## src/rtl/sfdt_pkg.sv

```systemverilog
package sfdt_pkg;

    localparam int VALUE_W = 32;
    localparam int CHAR_W  = 8;
    localparam int IP_W    = 15;
    localparam int FRAC_W  = 16;
    localparam int POS_W   = 3;
    localparam int STEP_W  = 3;
    localparam int S_W     = 20;

    localparam logic [POS_W-1:0]  INT_POS_LAST   = 3'd4;
    localparam logic [STEP_W-1:0] FRAC_STEP_LAST = 3'd5;

    // The published rounding adds 32768 and takes away 50000 in one go.
    localparam logic [S_W:0] ROUND_SUB = 21'd17232;

    localparam logic [CHAR_W-1:0] CHAR_MINUS = 8'h2D;
    localparam logic [CHAR_W-1:0] CHAR_POINT = 8'h2E;
    localparam logic [CHAR_W-1:0] CHAR_ZERO  = 8'h30;
    localparam logic [CHAR_W-1:0] CHAR_NINE  = 8'h39;

    localparam int QUEUE_DEPTH = 2;
    localparam int QPTR_W      = $clog2(QUEUE_DEPTH);
    localparam int QCNT_W      = $clog2(QUEUE_DEPTH + 1);

    typedef struct packed {
        logic              neg;
        logic [IP_W-1:0]   ip;
        logic [FRAC_W-1:0] frac;
        logic [POS_W-1:0]  start_pos;
    } job_t;

    // Place value of an integer digit position, most significant first.
    function automatic logic [13:0] pow10_int(input logic [POS_W-1:0] pos);
        logic [13:0] p;
        unique case (pos)
            3'd0:    p = 14'd10000;
            3'd1:    p = 14'd1000;
            3'd2:    p = 14'd100;
            3'd3:    p = 14'd10;
            default: p = 14'd1;
        endcase
        return p;
    endfunction

    // Precision that the remainder must exceed after a fraction digit.
    function automatic logic [16:0] frac_limit(input logic [STEP_W-1:0] step);
        logic [16:0] l;
        unique case (step)
            3'd1:    l = 17'd100;
            3'd2:    l = 17'd1000;
            3'd3:    l = 17'd10000;
            default: l = 17'd100000;
        endcase
        return l;
    endfunction

endpackage

```

## src/rtl/sfdt_if.sv

```systemverilog
interface sfdt_num_if;
    logic                                valid;
    logic                                ready;
    logic signed [sfdt_pkg::VALUE_W-1:0] value;

    modport source (output valid, output value, input ready);
    modport sink   (input valid, input value, output ready);
endinterface

interface sfdt_text_if;
    logic                         valid;
    logic                         ready;
    logic [sfdt_pkg::CHAR_W-1:0]  character;
    logic                         last_char;

    modport source (output valid, output character, output last_char, input ready);
    modport sink   (input valid, input character, input last_char, output ready);
endinterface

```

## src/rtl/sfdt_front.sv

```systemverilog
module sfdt_front (
    sfdt_num_if.sink         number,
    input  logic             queue_full,
    output logic             push,
    output sfdt_pkg::job_t   push_job
);

    logic [sfdt_pkg::VALUE_W-1:0] raw;
    logic [sfdt_pkg::VALUE_W-1:0] mag;
    logic                         neg;

    assign raw = number.value;
    assign neg = raw[sfdt_pkg::VALUE_W-1];

    // The most negative value has no positive twin and is pulled in by one.
    always_comb
    begin
        if (raw == {1'b1, {(sfdt_pkg::VALUE_W-1){1'b0}}})
        begin
            mag = {1'b0, {(sfdt_pkg::VALUE_W-1){1'b1}}};
        end
        else if (neg)
        begin
            mag = (~raw) + 32'd1;
        end
        else
        begin
            mag = raw;
        end
    end

    assign number.ready = !queue_full;
    assign push         = number.valid && !queue_full;

    always_comb
    begin
        push_job.neg  = neg;
        push_job.ip   = mag[30:16];
        push_job.frac = mag[15:0];
        priority if (mag[30:16] >= 15'd10000)
        begin
            push_job.start_pos = 3'd0;
        end
        else if (mag[30:16] >= 15'd1000)
        begin
            push_job.start_pos = 3'd1;
        end
        else if (mag[30:16] >= 15'd100)
        begin
            push_job.start_pos = 3'd2;
        end
        else if (mag[30:16] >= 15'd10)
        begin
            push_job.start_pos = 3'd3;
        end
        else
        begin
            push_job.start_pos = sfdt_pkg::INT_POS_LAST;
        end
    end

endmodule

```

## src/rtl/sfdt_queue.sv

```systemverilog
module sfdt_queue (
    input  logic           clk,
    input  logic           rst_n,
    input  logic           push,
    input  sfdt_pkg::job_t push_job,
    output logic           full,
    input  logic           pop,
    output logic           pop_valid,
    output sfdt_pkg::job_t pop_job
);

    sfdt_pkg::job_t                    entry_reg [sfdt_pkg::QUEUE_DEPTH];
    logic [sfdt_pkg::QPTR_W-1:0]       wr_ptr_reg;
    logic [sfdt_pkg::QPTR_W-1:0]       rd_ptr_reg;
    logic [sfdt_pkg::QCNT_W-1:0]       count_reg;
    logic [sfdt_pkg::QPTR_W-1:0]       wr_ptr_next;
    logic [sfdt_pkg::QPTR_W-1:0]       rd_ptr_next;
    logic [sfdt_pkg::QCNT_W-1:0]       count_next;
    logic                              do_push;
    logic                              do_pop;

    assign full      = (count_reg == sfdt_pkg::QCNT_W'(sfdt_pkg::QUEUE_DEPTH));
    assign pop_valid = (count_reg != '0);
    assign pop_job   = entry_reg[rd_ptr_reg];
    assign do_push   = push && !full;
    assign do_pop    = pop && pop_valid;

    always_comb
    begin
        wr_ptr_next = wr_ptr_reg;
        rd_ptr_next = rd_ptr_reg;
        count_next  = count_reg;
        if (do_push)
        begin
            wr_ptr_next = (wr_ptr_reg == sfdt_pkg::QPTR_W'(sfdt_pkg::QUEUE_DEPTH - 1))
                          ? '0 : wr_ptr_reg + 1'b1;
        end
        if (do_pop)
        begin
            rd_ptr_next = (rd_ptr_reg == sfdt_pkg::QPTR_W'(sfdt_pkg::QUEUE_DEPTH - 1))
                          ? '0 : rd_ptr_reg + 1'b1;
        end
        if (do_push && !do_pop)
        begin
            count_next = count_reg + 1'b1;
        end
        else if (do_pop && !do_push)
        begin
            count_next = count_reg - 1'b1;
        end
    end

    always_ff @(posedge clk or negedge rst_n)
    begin
        if (!rst_n)
        begin
            wr_ptr_reg <= '0;
            rd_ptr_reg <= '0;
            count_reg  <= '0;
        end
        else
        begin
            wr_ptr_reg <= wr_ptr_next;
            rd_ptr_reg <= rd_ptr_next;
            count_reg  <= count_next;
        end
    end

    always_ff @(posedge clk)
    begin
        if (do_push)
        begin
            entry_reg[wr_ptr_reg] <= push_job;
        end
    end

endmodule

```

## src/rtl/sfdt_back.sv

```systemverilog
module sfdt_back (
    input  logic             clk,
    input  logic             rst_n,
    input  logic             job_valid,
    input  sfdt_pkg::job_t   job,
    output logic             pop,
    sfdt_text_if.source      text
);

    typedef enum logic [1:0] {ST_IDLE, ST_INT, ST_POINT, ST_FRAC} state_t;

    state_t                          state_reg, state_next;
    logic [sfdt_pkg::IP_W-1:0]       ip_reg, ip_next;
    logic [sfdt_pkg::POS_W-1:0]      pos_reg, pos_next;
    logic [sfdt_pkg::FRAC_W-1:0]     frac_reg, frac_next;
    logic [sfdt_pkg::S_W-1:0]        s_reg, s_next;
    logic [sfdt_pkg::STEP_W-1:0]     step_reg, step_next;
    logic [sfdt_pkg::CHAR_W-1:0]     char_reg, char_next;
    logic                            last_reg, last_next;
    logic                            ovalid_reg, ovalid_next;

    logic                            adv;
    logic [sfdt_pkg::IP_W-1:0]       src_ip;
    logic [sfdt_pkg::POS_W-1:0]      src_pos;
    logic [13:0]                     place;
    logic [3:0]                      int_digit;
    logic [17:0]                     int_prod;
    logic [sfdt_pkg::IP_W-1:0]       int_rem;
    logic [sfdt_pkg::S_W:0]          s_adj;
    logic [3:0]                      frac_digit;
    logic [sfdt_pkg::S_W-1:0]        s_new;
    logic                            frac_last;

    assign adv     = !ovalid_reg || text.ready;
    assign src_ip  = (state_reg == ST_IDLE) ? job.ip : ip_reg;
    assign src_pos = (state_reg == ST_IDLE) ? job.start_pos : pos_reg;
    assign place   = sfdt_pkg::pow10_int(src_pos);

    // The remaining integer part is always below ten times the place value,
    // so the digit is the number of multiples that still fit.
    always_comb
    begin
        int_digit = 4'd0;
        for (int k = 1; k <= 9; k++)
        begin
            if ({2'b00, src_ip} >= 17'(k) * {3'b000, place})
            begin
                int_digit = 4'(k);
            end
        end
    end

    assign int_prod = {14'd0, int_digit} * {4'd0, place};
    assign int_rem  = src_ip - int_prod[sfdt_pkg::IP_W-1:0];

    // Only the fifth fraction digit is rounded; it is also always the last.
    assign s_adj = {1'b0, s_reg}
                   - ((step_reg == sfdt_pkg::FRAC_STEP_LAST) ? sfdt_pkg::ROUND_SUB : '0);
    assign frac_digit = s_adj[sfdt_pkg::S_W] ? 4'd0 : s_adj[19:16];
    assign s_new = {1'b0, s_adj[15:0], 3'b000} + {3'b000, s_adj[15:0], 1'b0};
    assign frac_last = (step_reg == sfdt_pkg::FRAC_STEP_LAST)
                       || !(s_new > {3'b000, sfdt_pkg::frac_limit(step_reg)});

    assign text.valid     = ovalid_reg;
    assign text.character = char_reg;
    assign text.last_char = last_reg;

    always_comb
    begin
        state_next  = state_reg;
        ip_next     = ip_reg;
        pos_next    = pos_reg;
        frac_next   = frac_reg;
        s_next      = s_reg;
        step_next   = step_reg;
        char_next   = char_reg;
        last_next   = last_reg;
        ovalid_next = ovalid_reg && !text.ready;
        pop         = 1'b0;
        unique case (state_reg)
            ST_IDLE:
            begin
                if (adv && job_valid)
                begin
                    pop         = 1'b1;
                    ovalid_next = 1'b1;
                    last_next   = 1'b0;
                    frac_next   = job.frac;
                    ip_next     = job.ip;
                    pos_next    = job.start_pos;
                    if (job.neg)
                    begin
                        char_next  = sfdt_pkg::CHAR_MINUS;
                        state_next = ST_INT;
                    end
                    else
                    begin
                        char_next = sfdt_pkg::CHAR_ZERO + {4'd0, int_digit};
                        ip_next   = int_rem;
                        if (src_pos == sfdt_pkg::INT_POS_LAST)
                        begin
                            state_next = ST_POINT;
                        end
                        else
                        begin
                            pos_next   = src_pos + 1'b1;
                            state_next = ST_INT;
                        end
                    end
                end
            end
            ST_INT:
            begin
                if (adv)
                begin
                    ovalid_next = 1'b1;
                    last_next   = 1'b0;
                    char_next   = sfdt_pkg::CHAR_ZERO + {4'd0, int_digit};
                    ip_next     = int_rem;
                    if (src_pos == sfdt_pkg::INT_POS_LAST)
                    begin
                        state_next = ST_POINT;
                    end
                    else
                    begin
                        pos_next = src_pos + 1'b1;
                    end
                end
            end
            ST_POINT:
            begin
                if (adv)
                begin
                    ovalid_next = 1'b1;
                    last_next   = 1'b0;
                    char_next   = sfdt_pkg::CHAR_POINT;
                    s_next      = {1'b0, frac_reg, 3'b000} + {3'b000, frac_reg, 1'b0} + 20'd5;
                    step_next   = 3'd1;
                    state_next  = ST_FRAC;
                end
            end
            ST_FRAC:
            begin
                if (adv)
                begin
                    ovalid_next = 1'b1;
                    last_next   = frac_last;
                    char_next   = sfdt_pkg::CHAR_ZERO + {4'd0, frac_digit};
                    if (frac_last)
                    begin
                        state_next = ST_IDLE;
                    end
                    else
                    begin
                        s_next    = s_new;
                        step_next = step_reg + 1'b1;
                    end
                end
            end
            default:
            begin
                state_next = ST_IDLE;
            end
        endcase
    end

    always_ff @(posedge clk or negedge rst_n)
    begin
        if (!rst_n)
        begin
            state_reg  <= ST_IDLE;
            ovalid_reg <= 1'b0;
            ip_reg     <= '0;
            pos_reg    <= '0;
            frac_reg   <= '0;
            s_reg      <= '0;
            step_reg   <= '0;
            char_reg   <= '0;
            last_reg   <= 1'b0;
        end
        else
        begin
            state_reg  <= state_next;
            ovalid_reg <= ovalid_next;
            ip_reg     <= ip_next;
            pos_reg    <= pos_next;
            frac_reg   <= frac_next;
            s_reg      <= s_next;
            step_reg   <= step_next;
            char_reg   <= char_next;
            last_reg   <= last_next;
        end
    end

endmodule

```

## src/rtl/scaled_fixed_point_to_decimal_text_top.sv

```systemverilog
// Converts each signed 16.16 fixed-point item on number into its decimal text
// on text, one ASCII character per output item: an optional '-', the integer
// digits without leading zeros, '.', then the shortest run of fraction digits
// that reads back to the same value, with last_char set on the final one. A
// value yields 3 to 12 characters; the emit sequencer sends one character per
// cycle while text is ready, and the input side classifies a value in the
// cycle it is accepted and parks it in a two-entry queue, so number stays
// ready while the queue has room.
module scaled_fixed_point_to_decimal_text_top (
    input  logic        clk,
    input  logic        rst_n,
    sfdt_num_if.sink    number,
    sfdt_text_if.source text
);

    sfdt_pkg::job_t push_job;
    sfdt_pkg::job_t pop_job;
    logic           push;
    logic           queue_full;
    logic           pop;
    logic           pop_valid;

    sfdt_front u_front (
        .number     (number),
        .queue_full (queue_full),
        .push       (push),
        .push_job   (push_job)
    );

    sfdt_queue u_queue (
        .clk       (clk),
        .rst_n     (rst_n),
        .push      (push),
        .push_job  (push_job),
        .full      (queue_full),
        .pop       (pop),
        .pop_valid (pop_valid),
        .pop_job   (pop_job)
    );

    sfdt_back u_back (
        .clk       (clk),
        .rst_n     (rst_n),
        .job_valid (pop_valid),
        .job       (pop_job),
        .pop       (pop),
        .text      (text)
    );

endmodule

```

## src/flat_wrapper.sv

```systemverilog
// flat-port wrapper written by rule: the top's interface ports become plain ports
module scaled_fixed_point_to_decimal_text_top_flat 
  (clk, rst_n, number_valid, number_value, number_ready, text_valid, text_character, text_last_char, text_ready);
  sfdt_num_if number_i ();
  sfdt_text_if text_i ();
  input  logic clk;
  input  logic rst_n;
  input wire logic [$bits(number_i.valid)-1:0] number_valid;
  input wire logic [$bits(number_i.value)-1:0] number_value;
  output wire logic [$bits(number_i.ready)-1:0] number_ready;
  output wire logic [$bits(text_i.valid)-1:0] text_valid;
  output wire logic [$bits(text_i.character)-1:0] text_character;
  output wire logic [$bits(text_i.last_char)-1:0] text_last_char;
  input wire logic [$bits(text_i.ready)-1:0] text_ready;
  assign number_i.valid = number_valid;
  assign number_i.value = number_value;
  assign number_ready = number_i.ready;
  assign text_valid = text_i.valid;
  assign text_character = text_i.character;
  assign text_last_char = text_i.last_char;
  assign text_i.ready = text_ready;
  scaled_fixed_point_to_decimal_text_top u_core (.clk(clk), .rst_n(rst_n), .number(number_i), .text(text_i));
endmodule
```

## config.mk

```make
export PLATFORM = sky130hd
export DESIGN_NAME = scaled_fixed_point_to_decimal_text_top_flat
export DESIGN_NICKNAME = d
export VERILOG_FILES = /design/src/rtl/sfdt_pkg.sv /design/src/rtl/sfdt_if.sv /design/src/rtl/sfdt_front.sv /design/src/rtl/sfdt_queue.sv /design/src/rtl/sfdt_back.sv /design/src/rtl/scaled_fixed_point_to_decimal_text_top.sv /design/src/flat_wrapper.sv
export SDC_FILE = /design/constraint.sdc
export NUM_CORES = 1
export LEC_CHECK = 0
export ABC_CLOCK_PERIOD_IN_PS = 14890
export BUFFER_PORTS_ARGS = -buffer_cell sky130_fd_sc_hd__buf_2
export CAP_MARGIN = 20
export CORE_ASPECT_RATIO = 0.5
export CORE_MARGIN = 5
export CORE_UTILIZATION = 30
export DETAILED_ROUTE_END_ITERATION = 6
export PLACE_DENSITY = 0.54
export SYNTH_ARGS = -nofsm -noshare
export SYNTH_HDL_FRONTEND = slang
export SYNTH_SLANG_ARGS = --single-unit
```

## constraint.sdc

```tcl
create_clock -name clk -period 14.89 [get_ports clk]
set_clock_uncertainty 0.1 [all_clocks]
set_input_delay 1.489 -clock clk [delete_from_list [all_inputs] [get_ports clk]]
set_output_delay 1.489 -clock clk [all_outputs]
set_load 0.01 [all_outputs]
```

==> out/results.ini, run 1 <==
[floorplanning]
std_cell_rows = 57
die_x_um = 324
dieArea_um2 = 54200
initial_core_util_pct = 30.4
chipHeight_um = 167
core-area_um2 = 48600
top_level_ports = 47

[flow_run]
maxCapViolCount = 0

[routing]
viasPerCell = 5.07
routed-via-count = 12000
first_pass_iters = 5
wl_per_cell_um = 15.9
finalWirelength_um = 37400
drt_iter0_markers = 874
drc = 0
drtAntennaViolNets = 0

[timing]
finalCriticalPeriod_ns = 13.07
setup_tns_ns = 0
min_period_over_period_pct = 87.8
max_freq_mhz = 76.5
max_slew_margin_pct = 31.0
tightest_slew_ns = 1.03
slew_viol_final = 0
rsz0062_at_grt = no
hold_violations = 0
setup-violations-final = 0
finalWorstSetupSlack_ns = 1.82

[worst_setup_path]
startpoint_type = flop
reg2reg_depth = 45
crit_slowest_cell = nor2_1
crit_buf_inv = 7
cp.arrival_ns = 13.28
path_depth = 45
cp_max_fo = 36
cp_slowest_stage_delay_ns = 0.62
r2r-end = u_core.u_back.ip_reg[13]$_DFFE_PN0P_
required_ns = 15.09
regToRegStartpoint = u_core.u_queue.rd_ptr_reg$_DFFE_PN0P_
worst-setup-path-type = flop to flop
reg2reg_slack_ns = 1.82
cp_top_family = compound AO/OA/AOI/OAI gates
cp-endpoint = u_core.u_back.ip_reg[13]$_DFFE_PN0P_
end_kind = flop
critPathLaunch = u_core.u_queue.rd_ptr_reg$_DFFE_PN0P_

[finish]
diodes = 0
stdcell_count = 2357
final_area_um2 = 16400
layout.nets = 1992
fillers = 5061
largest_reg_flops = 70
area_growth_pct = 10.8
drive_gt1_share_pct = 8.26

[placed_design]
routabilityCongestion = 0.892
port_buffers = 44
pre_cts_slack_ns = 2.01
dp_cells = 2323
postPlaceCellArea_um2 = 15800
dpl.hpwl_um = 29800

[synth]
synth_ff_type = dfrtp_1
synth_area_leader_cell = ha_1
ys_warn_count = 0
synth_area_leaders = ha_1, edfxtp_1, dfrtp_1
ys_seq_area_share_pct = 26.2
synth_area_per_cell_um2 = 8.94
synth_top_area_share_pct = 18.6
synth_async_sr_flop_share_pct = 50.4
synth-edff-count = 70
synthCells = 1656
yosys_register_bits = 141
mappedNetlistArea_um2 = 14800
ys_types = 80

[grt]
busiest_layer = met2
grt_pass1_vias = 11600
track_usage_pct = 13.8
met1_usage_pct = 19.4
antenna_found_initial = 0
grt_overflow = 0
global_route.usage.met3_pct = 0.953
grt_max_degree = 49
grt_pass1_wl_um = 61600
use_met2_pct = 23.7

[clock_network]
cts_resized = 0
cts_tree = yes
cts_buffers = 17
cts.sinks = 141
cts_hold_buf = 0
root_buffer = clkbuf_16
cts.path.max_buffers = 2
clk_pin_slew_ns = 0.06
clk_latency_ns = 0.41
h-tree-depth = 4
cts_setup_buffers = 0

[hold_path]
hold_class = flop to flop

[run_status]
status = finished clean

[cell type report]
cell class              count  area [um2]  share of cell area (%)
multi-input cells        1332       10200                    62.3
clock inverters            14         156                   0.953
well taps                 649         812                    4.95
inverters                 144         541                    3.29
repair buffers             59         368                    2.24
flip-flops and latches    141        3880                    23.6
clock buffers              18         429                    2.62
[worst min path at each step]
stage	depth (start not counted)	startpoint	endpoint
after floorplan	2	u_core.u_back.ip_reg[11]$_DFFE_PN0P_	u_core.u_back.ip_reg[11]$_DFFE_PN0P_
after global placement	1	u_core.u_back.text.character[5]$_DFFE_PN0P_	u_core.u_back.text.character[5]$_DFFE_PN0P_
after detailed placement	1	u_core.u_back.text.character[5]$_DFFE_PN0P_	u_core.u_back.text.character[5]$_DFFE_PN0P_
after CTS	1	u_core.u_back.text.character[5]$_DFFE_PN0P_	u_core.u_back.text.character[5]$_DFFE_PN0P_
after global routing	1	u_core.u_back.text.character[5]$_DFFE_PN0P_	u_core.u_back.text.character[5]$_DFFE_PN0P_
final	1	u_core.u_back.text.character[5]$_DFFE_PN0P_	u_core.u_back.text.character[5]$_DFFE_PN0P_
[cells in the mapped netlist (10+ instances only)]
master / number
ha_1: 220
nand2_1: 153
inv_1: 141
nor2_1: 120
a21oi_1: 105
o21ai_0: 104
dfrtp_1: 71
edfxtp_1: 70
a21o_1: 55
xnor2_1: 54
xor2_1: 52
mux2i_1: 46
fa_1: 41
nor3_1: 35
clkbuf_1: 28
nand3_1: 26
nand2b_1: 24
mux2_2: 20
a31oi_1: 17
nand4_1: 16
nor2b_1: 15
a211oi_1: 14
o211ai_1: 14
or2_2: 14
a211o_1: 12
o21a_1: 12
or3_1: 12
o31ai_1: 11
o41ai_1: 11
or4_1: 10
[metal layers]
metal / vias up / share of wire (%)
met3: 15 / 3.0
li1: 6046 / -
met4: 0 / 0.71
met1: 5699 / 49
met2: 193 / 48
met5: - / 0
[cells by family (layout without fill, tap and decap cells)]
logic type / after synthesis / count (layout) / synth area share (%)
AND/OR/NAND/NOR: 470 / 470 / 15.3
AO/OA/AOI/OAI: 423 / 423 / 18.5
adder cells (fa/ha/maj): 261 / 261 / 24.1
buffers and inverters: 187 / 235 / 4.93
flip-flops: 141 / 141 / 26.2
XOR/XNOR: 106 / 106 / 6.27
multiplexers: 66 / 66 / 4.63
other: 2 / 6 / 0.0507
[per-stage QoR]
step	util, %	hold WS (ns)
after floorplan	-	0.350
final	33.7	0.362
after global routing	33.7	0.390
after global placement	32.4	0.348
after CTS	33.6	0.368
after detailed placement	32.4	0.354
[cell usage in the layout (no fill, tap or decap), types with 6 or more instances in the layout]
cell type and n:
mux2_2 20, a211o_1 12, and3_1 9, o21bai_1 9, and2_1 7, o21ai_0 104, nand2_1 153, o31ai_1 11
nand3_1 26, buf_4 14, conb_1 6, or2_2 14, fa_1 41, a21o_1 55, xnor2_1 54, edfxtp_1 70
dfrtp_1 70, o211ai_1 14, nor2_1 119, nor2b_1 15, ha_1 220, or4_1 10, nand4_1 16, o41ai_1 11
or3_1 12, a211oi_1 14, xor2_1 52, nor3_1 35, a31oi_1 17, o21a_1 12, nand2b_1 24, mux2i_1 46
clkbuf_16 17, a21oi_1 104, buf_2 43, inv_1 141
Power of run 1 is not shown: default switching activity piles up to over one toggle a cycle in this logic, so the estimate is an artifact.
==> inputs of run 2 (changes only) <==
- RECOVER_POWER: default -> 25
==> run 2 against run 1 <==
  * The flow now finishes with violations (DRC, capacitance limit, slew limit)
  * Final cell count unchanged
  * Wire length increased by 0.20%
  * Die area unchanged
  * First-iteration DRC count increased by 0.80%
  * Sequential share of layout area about the same
  * Via count increased by 0.60%
  * Worst setup slack improved by 0.081 ns
  * Final area decreased by 0.13%
  * Worst hold slack about the same
  * Count of clock-buffer cells in the layout unchanged
  * Core utilization about the same
  * Register-to-register slack improved by 0.08 ns
  * Largest cell class unchanged
==> out/results.ini, run 2 (synthesis gave the netlist of run 1 again) <==
[placed_design]
port_buffers = 44
dpl.hpwl_um = 29800
routabilityCongestion = 0.892

[timing]
max_slew_margin_pct = -95.8
tightest_slew_ns = 2.94
slew_viol_final = 85
hold_violations = 0
min_period_over_period_pct = 87.3
setup-violations-final = 0
finalCriticalPeriod_ns = 12.99
rsz0062_at_grt = no
setup_tns_ns = 0
max_freq_mhz = 77.0

[flow_run]
maxCapViolCount = 3

[clock_network]
cts.sinks = 141
cts_tree = yes
cts.path.max_buffers = 2
cts_hold_buf = 0
cts_buffers = 17
clk_latency_ns = 0.41
h-tree-depth = 4
clk_pin_slew_ns = 0.06
cts_setup_buffers = 0
root_buffer = clkbuf_16
cts_resized = 0

[routing]
routed-via-count = 12000
drc = 5
drtAntennaViolNets = 0
viasPerCell = 5.10
wl_per_cell_um = 15.9
finalWirelength_um = 37500
drt_iter0_markers = 881
first_pass_iters = 7

[worst_setup_path]
cp_slowest_stage_delay_ns = 0.62
startpoint_type = flop
required_ns = 15.09
cp.arrival_ns = 13.20
crit_buf_inv = 7
cp_max_fo = 36
worst-setup-path-type = flop to flop
cp_top_family = compound AO/OA/AOI/OAI gates
end_kind = flop
crit_slowest_cell = nor2_1

[floorplanning]
top_level_ports = 47
initial_core_util_pct = 30.4
dieArea_um2 = 54200
die_x_um = 324
chipHeight_um = 167
core-area_um2 = 48600
std_cell_rows = 57

[grt]
grt_max_degree = 49
global_route.usage.met3_pct = 0.953
use_met2_pct = 23.7
met1_usage_pct = 19.4
grt_pass1_wl_um = 61600
grt_overflow = 0
grt_pass1_vias = 11600
antenna_found_initial = 0
busiest_layer = met2
track_usage_pct = 13.8

[finish]
final_cell_mix = ha_1, nand2_1, inv_1
drive_gt1_share_pct = 7.90
diodes = 0
layout_commonest_cell = ha_1
area_growth_pct = 10.7
layout.nets = 1992
largest_reg_flops = 70

[hold_path]
hold_class = flop to flop

[run_status]
violations = DRC, capacitance limit, slew limit
status = complete, but fails checks

## run 2: worst paths after layout
| check | depth (start not counted) | to | slack, ns | from |
|---|---|---|---|---|
| worst max-delay path | 45 | u_core.u_back.ip_reg[13]$_DFFE_PN0P_ | 1.90 | u_core.u_queue.rd_ptr_reg$_DFFE_PN0P_ |
| worst min-delay path | 1 | u_core.u_back.text.character[5]$_DFFE_PN0P_ | 0.36 | u_core.u_back.text.character[5]$_DFFE_PN0P_ |
| worst max register to register | 45 | u_core.u_back.ip_reg[13]$_DFFE_PN0P_ | 1.90 | u_core.u_queue.rd_ptr_reg$_DFFE_PN0P_ |
| worst min register to register | 1 | u_core.u_back.text.character[5]$_DFFE_PN0P_ | 0.36 | u_core.u_back.text.character[5]$_DFFE_PN0P_ |
| max in group asynchronous | 2 | u_core.u_queue.rd_ptr_reg$_DFFE_PN0P_ | 9.72 | rst_n |
| min in group asynchronous | 1 | u_core.u_back.frac_reg[1]$_DFFE_PN0P_ | 1.32 | rst_n |
## run 2: worst register-to-register path, delay by kind of cell, from the launching register on
family	cells	cell delay, ns
fa+ha+maj	8	3.17
buf+inv	7	1.97
xor+xnor	2	0.31
mux	2	0.66
compound gates	16	3.42
simple gates	10	2.94
flops	1	0.33
## run 2: layout make-up
class                           count  area (um2)
Clock buffer                       18         429
Clock inverter                     14         156
Fill cell                        5063       32200
Inverter                          144         541
Multi-Input combinational cell   1332       10200
Sequential cell                   141        3880
Tap cell                          649         812
Timing Repair Buffer               59         354
## run 2: metal layers
metal / up-vias / routed length, um
li1: 6047 / -
met4: 0 / 266
met3: 17 / 1090
met1: 5745 / 18300
met5: - / 0
met2: 216 / 17900
## run 2: metrics by stage
step           cells  hold WS (ns)  utilization, %  setup WS [ns]  cell area, um2
6_report        2357         0.362            33.7           1.90           16400
2_1_floorplan   1660         0.350               -           2.58           14800
4_1_cts         2355         0.368            33.6           1.97           16400
5_1_grt         2357         0.390            33.7          0.954           16400
3_3_place_gp    2323         0.348            32.4           2.32           15800
3_5_place_dp    2323         0.354            32.4           2.01           15800
Power of run 2 is left out for the same reason.
==> inputs of run 3 (changes only) <==
- ABC_CLOCK_PERIOD_IN_PS: 14890 -> 13450
- clock period: 14.89 -> 13.45 ns (I/O delays scaled with it)
==> run 3 against run 2 <==
  * The run ends with capacitance limit, slew limit left
  * Maximum frequency up 4.3%
  * Worst hold slack improved by 0.015 ns
  * Via count is 0.21% lower
  * Highest routed layer unchanged
  * Critical path depth shrank 1
  * Worst setup slack worse by 0.91 ns
  * Wire length up 2.1%
  * Non-clock buffer count did not move
  * Critical path type unchanged
  * First-iteration DRC count fell by 17%
  * Die area unchanged
  * Core utilization hardly changed
  * Global-route usage increased by 0.29 points
  * Count of clock-buffer cells in the layout is 1 higher
==> out/results.ini, run 3 (synthesis gave the netlist of run 1 again) <==
[run_status]
status = complete, but fails checks
violations = capacitance limit, slew limit

[worst_setup_path]
cp_top_family = compound AO/OA/AOI/OAI gates
end_kind = flop
crit_buf_inv = 9
crit_slowest_cell = a2111oi_0
worst-setup-path-type = flop to flop
cp_max_fo = 41
required_ns = 13.66
startpoint_type = flop
cp.arrival_ns = 12.67
cp_slowest_stage_delay_ns = 0.90

[floorplanning]
dieArea_um2 = 54200
die_x_um = 324
core-area_um2 = 48600
chipHeight_um = 167
initial_core_util_pct = 30.4
std_cell_rows = 57
top_level_ports = 47

[timing]
max_freq_mhz = 80.3
finalCriticalPeriod_ns = 12.46
min_period_over_period_pct = 92.6
hold_violations = 0
tightest_slew_ns = 3.92
rsz0062_at_grt = no
setup-violations-final = 0
max_slew_margin_pct = -161
slew_viol_final = 70
setup_tns_ns = 0

[placed_design]
postPlaceCellArea_um2 = 15800
routabilityCongestion = 0.876
dpl.hpwl_um = 30200
port_buffers = 44

[finish]
final_area_um2 = 16400
final_cell_mix = ha_1, nand2_1, inv_1
drive_gt1_share_pct = 8.14
layout.nets = 1992
fin_util_pct = 33.7
fillers = 5074
area_growth_pct = 10.8
largest_reg_flops = 70
multi_input_area_um2 = 10200
seq_area_um2 = 3880
layout_commonest_cell = ha_1

[routing]
wl_per_cell_um = 16.2
drtAntennaViolNets = 0
viasPerCell = 5.09
drt_iter0_markers = 734
first_pass_iters = 5
routed-via-count = 12000
finalWirelength_um = 38300
drc = 0

[hold_path]
hold_class = flop to flop

[clock_network]
cts_setup_buffers = 0
root_buffer = clkbuf_16
clk_latency_ns = 0.42
cts.path.max_buffers = 2
h-tree-depth = 4
cts.sinks = 141
cts_buffers = 17
cts_hold_buf = 0
cts_resized = 0
cts_tree = yes
clk_pin_slew_ns = 0.07

[grt]
grt_pass1_vias = 11800
antenna_found_initial = 1
grt_pass1_wl_um = 62700
grt_overflow = 0
track_usage_pct = 14.0
grt_max_degree = 70

[flow_run]
maxCapViolCount = 1

## run 3: cell count changes in the layout (fill, tap and decap cells not counted), moves of 2 or more
cell       delta
buf_4         +2
clkbuf_16     +2
clkbuf_1      -2
clkinv_2      +2
## run 3: cell type report
| type | count | share of cell area [%] |
|---|---|---|
| diodes | 1 | 0.0153 |
| clock buffers | 19 | 2.90 |
| clock inverters | 13 | 0.763 |
| inverters | 144 | 3.29 |
| multi-input cells | 1332 | 62.3 |
| flip-flops and latches | 141 | 23.7 |
| well taps | 649 | 4.95 |
| repair buffers | 59 | 2.10 |
## run 3: worst register-to-register path: cells and delay by family, from the launching register on
kind / cells / cell delay (ns)
DFF: 1 / 0.40
muxes: 1 / 0.27
AOI/OAI and AO/OA: 15 / 3.81
adders and majority gates: 10 / 3.51
and+or+nand+nor: 8 / 2.07
xor gates and xnor gates: 1 / 0.16
buffers and inverters: 9 / 2.02
## run 3: path summary, 6_finish.rpt
check,start,to,slack [ns],cells past startpoint
max,u_core.u_back.state_reg[0]$_DFFE_PN0P_,u_core.u_back.ip_reg[13]$_DFFE_PN0P_,0.99,44
min,u_core.u_back.text.character[5]$_DFFE_PN0P_,u_core.u_back.text.character[5]$_DFFE_PN0P_,0.38,1
max reg2reg,u_core.u_back.state_reg[0]$_DFFE_PN0P_,u_core.u_back.ip_reg[13]$_DFFE_PN0P_,0.99,44
min reg2reg,u_core.u_back.text.character[5]$_DFFE_PN0P_,u_core.u_back.text.character[5]$_DFFE_PN0P_,0.38,1
max in group asynchronous,rst_n,u_core.u_queue.rd_ptr_reg$_DFFE_PN0P_,8.17,2
min in group asynchronous,rst_n,u_core.u_back.ip_reg[10]$_DFFE_PN0P_,0.71,1
## run 3: routing by layer
layer | wire length [um] | track usage [%]
met4 | 459 | 2.80
met1 | 18500 | 19.2
met3 | 898 | 1.30
met2 | 18500 | 24.3
met5 | 0 | 0
## run 3: through the flow
| stage | instances | hold WS (ns) | setup WS, ns |
|---|---|---|---|
| 2_1_floorplan | 1660 | 0.350 | 1.14 |
| 3_3_place_gp | 2323 | 0.346 | 1.35 |
| 3_5_place_dp | 2323 | 0.364 | 1.14 |
| 4_1_cts | 2355 | 0.383 | 1.15 |
| 5_1_grt | 2357 | 0.411 | 0.0538 |
| 6_report | 2358 | 0.377 | 0.990 |
Power of run 3 is left out for the same reason.
